File: src/hw/rtl/bfph_modu.sv
// Iterative 64-bit by 17-bit modulo unit, one quotient bit per cycle.
module bfph_modu (
  input  logic        clk,
  input  logic        rst,
  input  logic        start,
  input  logic [63:0] dividend,
  input  logic [16:0] divisor,
  output logic        done,
  output logic [16:0] remainder
);

  logic [63:0] shreg;
  logic [17:0] rem;
  logic [16:0] dvs;
  logic [6:0]  cnt;
  logic        busy;
  logic [17:0] trial;

  // Shift in the next dividend bit and subtract when it fits.
  always_comb begin
    trial = {rem[16:0], shreg[63]};
  end

  always_ff @(posedge clk) begin
    if (rst) begin
      busy <= 1'b0;
      done <= 1'b0;
      cnt  <= '0;
    end else begin
      done <= 1'b0;
      if (start) begin
        busy  <= 1'b1;
        shreg <= dividend;
        dvs   <= divisor;
        rem   <= '0;
        cnt   <= 7'd64;
      end else if (busy) begin
        shreg <= {shreg[62:0], 1'b0};
        rem   <= (trial >= {1'b0, dvs}) ? trial - {1'b0, dvs} : trial;
        cnt   <= cnt - 7'd1;
        if (cnt == 7'd1) begin
          busy <= 1'b0;
          done <= 1'b1;
        end
      end
    end
  end

  assign remainder = rem[16:0];

endmodule

File: config.mk
export PLATFORM = sky130hd
export DESIGN_NAME = bfph_modu
export DESIGN_NICKNAME = d
export VERILOG_FILES = /design/src/hw/rtl/bfph_modu.sv
export SDC_FILE = /design/constraint.sdc
export NUM_CORES = 1
export LEC_CHECK = 0
export BUFFER_PORTS_ARGS = -buffer_cell sky130_fd_sc_hd__buf_2
export CELL_PAD_IN_SITES_DETAIL_PLACEMENT = 0
export CELL_PAD_IN_SITES_GLOBAL_PLACEMENT = 1
export CORE_ASPECT_RATIO = 0.7
export CORE_MARGIN = 3
export CORE_UTILIZATION = 46
export CTS_BUF_LIST = sky130_fd_sc_hd__clkbuf_8
export DETAILED_ROUTE_END_ITERATION = 6
export HOLD_SLACK_MARGIN = 0.15
export PLACE_DENSITY = 0.94
export SYNTH_ARGS = -nofsm -noshare
export SYNTH_HDL_FRONTEND = slang
export SYNTH_SLANG_ARGS = --single-unit
File: constraint.sdc
create_clock -name clk -period 6.8 [get_ports clk]
set_input_delay 0.34 -clock clk [delete_from_list [all_inputs] [get_ports clk]]
set_output_delay 0.34 -clock clk [all_outputs]
set_load 0.005 [all_outputs]
# [Word level (Yosys, flattened, before mapping)]
# Cells that the tools add are included.
[op_classes] n_eq_ne=1 add_sub_neg=2 order_cmp=1 muxes=10 bitwise_logic=2 n_reduce_logical=5
[ops] operator="two-way mux 64 bit" n=2
[ops] operator="two-way mux 17 bit" n=2
[ops] operator=">= comparator 18 x 17 -> 1 bit" n=1
[ops] operator="subtractor 17 bit" n=1
[ops] operator="two-way mux 7 bit" n=2
[ops] operator="equality test 7 x 1 -> 1 bit (second input constant)" n=1
[ops] operator="subtractor 7 x 1 -> 7 bit (second input constant)" n=1
[ops] operator="two-way mux 1 bit" n=4
[ops] operator="AND reduction 2 bit" n=2
[ops] operator="OR reduction 3 bit" n=1
[ops] operator="NOT 1 bit" n=2
[ops] operator="nonzero test 2 bit" n=1
[ops] operator="OR reduction 2 bit" n=1
[totals] output_inout_bits=18 wordCells=28 in_bits=84 reg_bits=107

# [Logic depth before layout (Yosys ltp)]
# Gate-level depths: netlist of the first run.
[depth] depth_word=4 depth_mapped=11 ltp_nobuf=10

# [Worst setup path before layout of the first run]
# No wires, ideal clock.
[synth_path] path_kind="input port to flip-flop" start="in start" end="reg rem[0], enable pin" stages=3 setup_time_ps=550 required_ps=6250 arrival_ps=4567 setup_slack_ps=1683 n_path_buf=1 path_cell_list="buf_4 inv_1 a21oi_1"
[synth_between] elab_chain_cells=2
[synth_rtl] element="from (decl)" line="5" text="input logic start,"
[synth_rtl] element="nonzero test 2 bit (no source line)"
[synth_rtl] element="AND reduction 2 bit (no source line)"
[synth_rtl] element="to (signal assigned)" line="39" text="rem <= (trial >= {1'b0, dvs}) ? trial - {1'b0, dvs} : trial;"
[synth_rtl] element="to (decl)" line="13" text="logic [17:0] rem;"
# Every way passes these cells.
# A chain may end at the register's enable or synchronous reset.

# [Worst setup path in the final report of the first run]
[layout_path] start="reg shreg[63]" end="reg rem[16] (data pin)"
[layout_between] elab_chain_cells=3 word_cells_on_any_way=4 classes_between="add/sub (1); order compare (1); mux (2)"
[layout_rtl] element="from (decl)" line="12" text="logic [63:0] shreg;"
[layout_rtl] element="from (signal assigned)" line="33" text="shreg <= dividend;"
[layout_rtl] element="from (signal assigned)" line="38" text="shreg <= {shreg[62:0], 1'b0};"
[layout_rtl] element="subtractor 17 bit / >= comparator 18 x 17 -> 1 bit (equally long branches)" line="39"
[layout_rtl] element="two-way mux 17 bit (*)" line="39"
[layout_rtl] element="two-way mux 17 bit (*)" line="37" text="end else if (busy) begin"
# Every way passes the cells marked *; elsewhere a longest branch is shown, timed or not. The select of a mux whose other input is x is not followed.

==> out/metrics.csv, run 1 <==
metric,value,unit
ys_async_sr_fraction,0,%
cts-root-buf,clkbuf_8,
max_slew_margin,30.1,%
synthMostInstantiatedCell,edfxtp_1,
cp-start-kind,register,
power.density,244,mW/mm^2
setup_viol,0,
synth_commonest_cells,"98 x edfxtp_1, 63 x mux2_2, 30 x inv_1",
synth_edf_count,98,
routabilityCongestion,0.851,
drive_gt1_share,37.1,%
synth_top_area_share,54.8,%
clock_latency,0.38,ns
worstPathCellList,inv_1 -> ha_1 -> inv_1 -> fa_1 -> a21oi_1 -> o211ai_1 -> o211ai_2 -> nand3_4 -> o2111ai_1 -> o32ai_2,
synth_nets,508,
die_w,135,um
yosysSeqAreaShare,58.1,%
fin_tns_setup,0,ns
clock-sinks,107,
hold_path_class,input pin to register,
antenna_found_initial,1,
cts.clk_slew.worst_paths,0.11,ns
htree_levels,3,
grt_pass1_wl,17000,um
yosysTopAreaCell,edfxtp_1,
ys_warn_count,0,
die_h,96.4,um
tightest_slew,1.05,ns
multi_input_area,0.00207,mm^2
core,0.0112,mm^2
die_area,0.0130,mm^2
grt_overflow,0,
preCtsSetupSlack,3.80,ns
dr.pass1.iters,4,
reg2reg_setup_slack,4.04,ns
cts_buffers,9,
critPathTopFamily,compound AO/OA/AOI/OAI gates,
worst_setup_path_end_kind,register,
ant_nets,0,
fmax,0.362,GHz
crit_type,register to register,
pin_count,102,
vdd_drop_max,0.130,mV
drtIter0Drc,235,
synthTopCellsByArea,"edfxtp_1 55%, mux2_2 13%, ha_1 4.4%",
grt_max_degree,83,
io_buffers,101,
power_leakage,0.00256,uW
cap_violations,0,
via_count,3535,
gr-usage-all-layers,16.8,%
nFillCells,938,
cts_tree,yes,
crit_required,6.89,ns
fin_crit_sh,40.7,%
worstRegToRegCells,10,
wl,10600,um
worstPathArrival,2.86,ns
hold_depth,2,
slowest_stage,fa_1,
finalHoldViolCount,0,
grt_pass1_vias,3418,
min_period,2.76,ns
layout_setup_ws,4.04,ns
synth_cells,404,
regToRegEndpoint,rem[16]$_SDFFCE_PP0P_,
critPathMaxFanout,24,
post_cts_buffers,0,
dp_hpwl,7340,um
path_buf_inv,2,
start_util,47.9,%
max_stage_delay,0.42,ns
cts-resized-gates,0,
clockBufferDepth,2,
diodes,0,
final_core_util,57.3,%
hold_path_end,cnt[6]$_SDFFE_PP0N_,
worst_clock_skew,0.0141,ns
rsz0062_at_grt,no,
routedWlPerCell,15.6,um
crit_start,shreg[63]$_DFFE_PP_,
cpMostUsedCell,inv_1,
min_from,rst,
remaining_drc_errors,0,
synthFlopType,edfxtp_1,
via_per_inst,5.21,
ys_types,47,
nNetsFinal,624,
rows,32,
outcome,completed,
regArea,0.00312,mm^2
finalMaxSlewViolations,0,
timing.rr.start,shreg[63]$_DFFE_PP_,
syn_to_final_growth,19.5,%
synth_area,0.00537,mm^2
avgSynthCellArea,13.3,um^2
yosys_register_bits,107,
## area by class of cell
type / instances / share of cell area (%)
Sequential cell: 107 / 48.6
Multi-Input combinational cell: 253 / 32.2
Timing Repair Buffer: 119 / 10.7
Tap cell: 153 / 2.98
Clock buffer: 9 / 1.93
Clock inverter: 7 / 1.87
Inverter: 30 / 1.75
## logic make-up (layout without fill, tap and decap cells)
kind of cell,after synthesis,in the layout,synth area share [%]
AOI/OAI and AO/OA,68,68,9.17
xor gates and xnor gates,15,15,2.44
adders and majority gates,20,20,4.80
buffers and inverters,44,165,3.70
DFF,107,107,58.1
muxes,72,72,14.9
and+or+nand+nor,78,78,6.89
## per-stage QoR
stage	power [uW]	cell area, um^2	hold WS, ns	cells
global placement	1110	6010	0.481	645
floorplan	1040	5370	0.409	404
global route	1650	6420	0.186	678
detailed placement	1120	6010	0.499	645
CTS	1580	6420	0.188	678
finish	1560	6420	0.209	678
## per-layer routing
layer	vias up	GRT usage (%)	part of all wire (%)
met5	-	0	0.16
met4	2	3.94	0.84
met3	12	6.78	9.8
met2	115	24.1	41
met1	1680	23.9	48
li1	1726	-	-
## repair_timing
action,CTS,global route
hold buffers,17,0
hold endpoints to repair,17,0
endpoints found under the setup margin,0,0
## registers in the layout, summed over array words and instances (netlist names)
register,cells
busy,1
cnt,7
done,1
dvs,17
rem,17
shreg,64
## how the worst max path moves through the flow
stage          depth (start not counted)               endpoint  slack [ns]
3_5_place_dp                           4    shreg[20]$_DFFE_PP_        3.80
5_1_grt                               10   rem[6]$_SDFFCE_PP0P_        3.78
4_1_cts                               10  rem[16]$_SDFFCE_PP0P_        4.02
3_3_place_gp                           4    shreg[20]$_DFFE_PP_        3.90
6_report                              10  rem[16]$_SDFFCE_PP0P_        4.04
2_1_floorplan                          3   rem[0]$_SDFFCE_PP0P_        1.68
## power breakdown
group / switching (uW) / total [uW] / internal, uW
combinational: 163 / 310 / 146
sequential: 22.2 / 802 / 780
clock: 236 / 452 / 217
total: 421 / 1560 / 1140
## placed cells by master (no fill, tap or decap), types with 2 or more instances in the layout
cell type | netlist | routed
a211o_1 | 2 | 2
a211oi_2 | 4 | 4
a21o_1 | 7 | 7
a21oi_1 | 22 | 21
buf_2 | 0 | 100
buf_4 | 1 | 2
bufinv_16 | 0 | 2
clkbuf_8 | 0 | 9
clkinv_8 | 0 | 2
dfxtp_1 | 9 | 9
dlygate4sd3_1 | 0 | 17
edfxtp_1 | 98 | 98
ha_1 | 19 | 19
inv_1 | 30 | 30
mux2_2 | 63 | 63
mux2i_1 | 9 | 9
nand2_1 | 20 | 20
nand2b_1 | 4 | 4
nand3_1 | 9 | 9
nand4_1 | 4 | 4
nor2_1 | 27 | 26
nor3_1 | 3 | 3
o211ai_1 | 2 | 2
o21a_1 | 5 | 5
o21ai_0 | 11 | 11
o22ai_1 | 2 | 2
or3_1 | 4 | 4
xnor2_1 | 11 | 11
xor2_1 | 4 | 4
No activity file was read; power rests on OpenSTA's default activity.
==> run 2, diff against run 1 <==
--- a/config.mk
+++ b/config.mk
@@ -5,16 +5,17 @@
 export SDC_FILE = /design/constraint.sdc
 export NUM_CORES = 1
 export LEC_CHECK = 0
+export ABC_AREA = 1
 export BUFFER_PORTS_ARGS = -buffer_cell sky130_fd_sc_hd__buf_2
 export CELL_PAD_IN_SITES_DETAIL_PLACEMENT = 0
 export CELL_PAD_IN_SITES_GLOBAL_PLACEMENT = 1
 export CORE_ASPECT_RATIO = 0.7
 export CORE_MARGIN = 3
-export CORE_UTILIZATION = 46
+export CORE_UTILIZATION = 39
 export CTS_BUF_LIST = sky130_fd_sc_hd__clkbuf_8
 export DETAILED_ROUTE_END_ITERATION = 6
 export HOLD_SLACK_MARGIN = 0.15
-export PLACE_DENSITY = 0.94
+export PLACE_DENSITY = 0.91
 export SYNTH_ARGS = -nofsm -noshare
 export SYNTH_HDL_FRONTEND = slang
 export SYNTH_SLANG_ARGS = --single-unit
==> constraint.sdc (replaced) <==
create_clock -name clk -period 2.35 [get_ports clk]
set_input_delay 0.1175 -clock clk [delete_from_list [all_inputs] [get_ports clk]]
set_output_delay 0.1175 -clock clk [all_outputs]
set_load 0.005 [all_outputs]
==> run 2 against run 1 <==
Effect of this change:
- clock skew decreased by 0.0021 ns
- register-to-register slack got worse by 3.9 ns
- wire length grew 38%
- critical endpoint is now rem[13]$_SDFFCE_PP0P_
- combinational power rose to 3.7 times the previous value
- hold slack better by 0.087 ns
==> out/metrics.csv, run 2 <==
metric,value,unit
start_util,40.7,%
yosys_register_bits,107,
place_inst,988,
nNetsFinal,995,
antenna_found_initial,0,
synthMostInstantiatedCell,nand2_1,
grt_overflow,0,
p_comb_share,24.5,%
intPower,3250,uW
clockBufferDepth,2,
tightest_slew,0.987,ns
min_period,2.20,ns
critPathMaxFanout,15,
setup_viol,0,
io_buffers,101,
cts-root-buf,clkbuf_8,
via_per_inst,4.56,
syn_to_final_growth,32.2,%
fin_crit_sh,93.8,%
worst_setup_path_end_kind,register,
avgSynthCellArea,8.25,um^2
die_h,108,um
power_frac_clock,25.7,%
max_slew_margin,34.1,%
power_switching,1400,uW
synth_top_area_share,50.8,%
final_core_util,53.8,%
yosysSeqAreaShare,53.9,%
regMostFlops,shreg,
largest_reg_flops,64,
synthFlopType,edfxtp_1,
worstPathArrival,2.34,ns
routabilityCongestion,0.889,
synth_edf_count,98,
ant_nets,0,
grt_pass1_wl,23400,um
pin_count,102,
die_w,152,um
clock_latency,0.37,ns
diodes,0,
slowest_stage,edfxtp_1,
power_leakage,0.00380,uW
switching_share,30.1,%
synthTopCellsByArea,"edfxtp_1 51%, nand2_1 21%, inv_1 6.0%",
multi_input_area,0.00226,mm^2
crit_type,register to register,
rsz0062_at_grt,no,
grt_max_degree,67,
fin_tns_setup,0,ns
synth_commonest_cells,"319 x nand2_1, 98 x edfxtp_1, 93 x inv_1",
ys_async_sr_fraction,0,%
cts_tree,yes,
cp-start-kind,register,
fmax,0.454,GHz
drive_gt1_share,17.6,%
die_area,0.0164,mm^2
synth_cells,702,
pwr-share-seq,49.8,%
htree_levels,3,
mostFrequentLayoutCells,"319 x nand2_1, 101 x buf_2, 98 x edfxtp_1",
finalMaxSlewViolations,0,
yosysTopAreaCell,edfxtp_1,
hold_path_class,input pin to register,
nFillCells,1336,
top_regs,"shreg x64, dvs x17, rem x17",
synth_nets,806,
wl,14600,um
cts.clk_slew.worst_paths,0.11,ns
rows,36,
clock-sinks,107,
grt_pass1_vias,4763,
ys_types,30,
worstPathCellList,ha_1 -> nand2_2 -> nor2_1 -> nand3_1 -> nand3_2 -> nand2_4 -> nand2_8 -> inv_4 -> nor2_1 -> nor2_1,
final_common_cell,nand2_1,
cap_violations,0,
core,0.0142,mm^2
worst_clock_skew,0.0120,ns
remaining_drc_errors,0,
vdd_drop_max,0.344,mV
drtIter0Drc,292,
ys_warn_count,0,
routedWlPerCell,13.4,um
cpMostUsedCell,nor2_1,
stdcell_count,1086,
max_stage_delay,0.48,ns
gr-usage-all-layers,18.4,%
finalPower,4650,uW
regArea,0.00312,mm^2
dr.pass1.iters,5,
layout_setup_ws,0.146,ns
outcome,completed,
preCtsSetupSlack,0.0930,ns
via_count,4954,
synth_area,0.00579,mm^2
dp_hpwl,9640,um
cts_buffers,9,
finalHoldViolCount,0,
power.density,607,mW/mm^2
crit_required,2.48,ns
## run 2: changes by cell type after synthesis, moves of 6 or more
cell      before  now
xnor2_1       11    2
mux2i_1        9    0
nand3_1        9   31
a21oi_1       22   14
o21ai_0       11    2
nor2_1        27   57
nand2_1       20  319
mux2_2        63    0
inv_1         30   93
a21o_1         7    0
clkbuf_1       9   15
## run 2: worst max-delay path: cells and delay by family, from the launching register on
| family | cells | cell delay (ns) |
|---|---|---|
| fa+ha+maj | 1 | 0.38 |
| buf+inv | 1 | 0.09 |
| flops | 1 | 0.48 |
| simple gates | 8 | 1.01 |
## run 2: cell type report
cell class,count,share of cell area [%]
clock buffer,9,1.62
timing repair buffer,198,19.1
multi-input combinational,480,29.5
clock inverter,7,1.13
inverter,95,4.69
tap,190,3.11
sequential,107,40.8
## run 2: logic make-up after synthesis
family	count (synthesis)	share of synthesized area (%)
simple gates	434	30.6
xor+xnor	9	1.36
flops	107	53.9
compound gates	17	1.51
buf+inv	115	8.08
fa+ha+maj	20	4.45
## run 2: what timing repair did
item | 4_1_cts | 5_1_grt
hold endpoints to repair | 83 | 0
buffers inserted | 0 | 0
hold buffers | 82 | 0
resized for setup | 0 | 8
setup endpoints to repair | 0 | 12
## run 2: per-layer routing
metal  vias to the layer above  wire length [um]  track usage (%)
li1                       2563                 -                -
met1                      2211              6970             27.3
met2                       167              6430             28.1
met3                        13              1010             3.85
met4                         0               157             4.04
met5                         -                 0                0
## run 2: path summary, 6_finish.rpt
| check | startpoint | end | slack, ns | cells past startpoint |
|---|---|---|---|---|
| min | start | dvs[6]$_DFFE_PP_ | 0.30 | 3 |
| min reg2reg | busy$_SDFF_PP0_ | cnt[1]$_SDFFE_PP0P_ | 0.49 | 1 |
| max reg2reg | rem[8]$_SDFFCE_PP0P_ | rem[13]$_SDFFCE_PP0P_ | 0.15 | 10 |
| max | rem[8]$_SDFFCE_PP0P_ | rem[13]$_SDFFCE_PP0P_ | 0.15 | 10 |
## run 2: power groups by stage
stage	Sequential, uW	Combinational, uW	Clock [uW]
4_1_cts	2310	1110	1230
5_1_grt	2330	1290	1300
3_5_place_dp	2350	1000	0
6_report	2310	1140	1200
3_3_place_gp	2350	1000	0
2_1_floorplan	2340	673	0
## run 2: per-stage QoR
stage / hold WS (ns) / instance area [um^2]
final: 0.297 / 7650
after global routing: 0.319 / 7650
after CTS: 0.303 / 7610
after detailed placement: 0.296 / 6580
after global placement: 0.296 / 6580
after floorplan: 0.216 / 5800
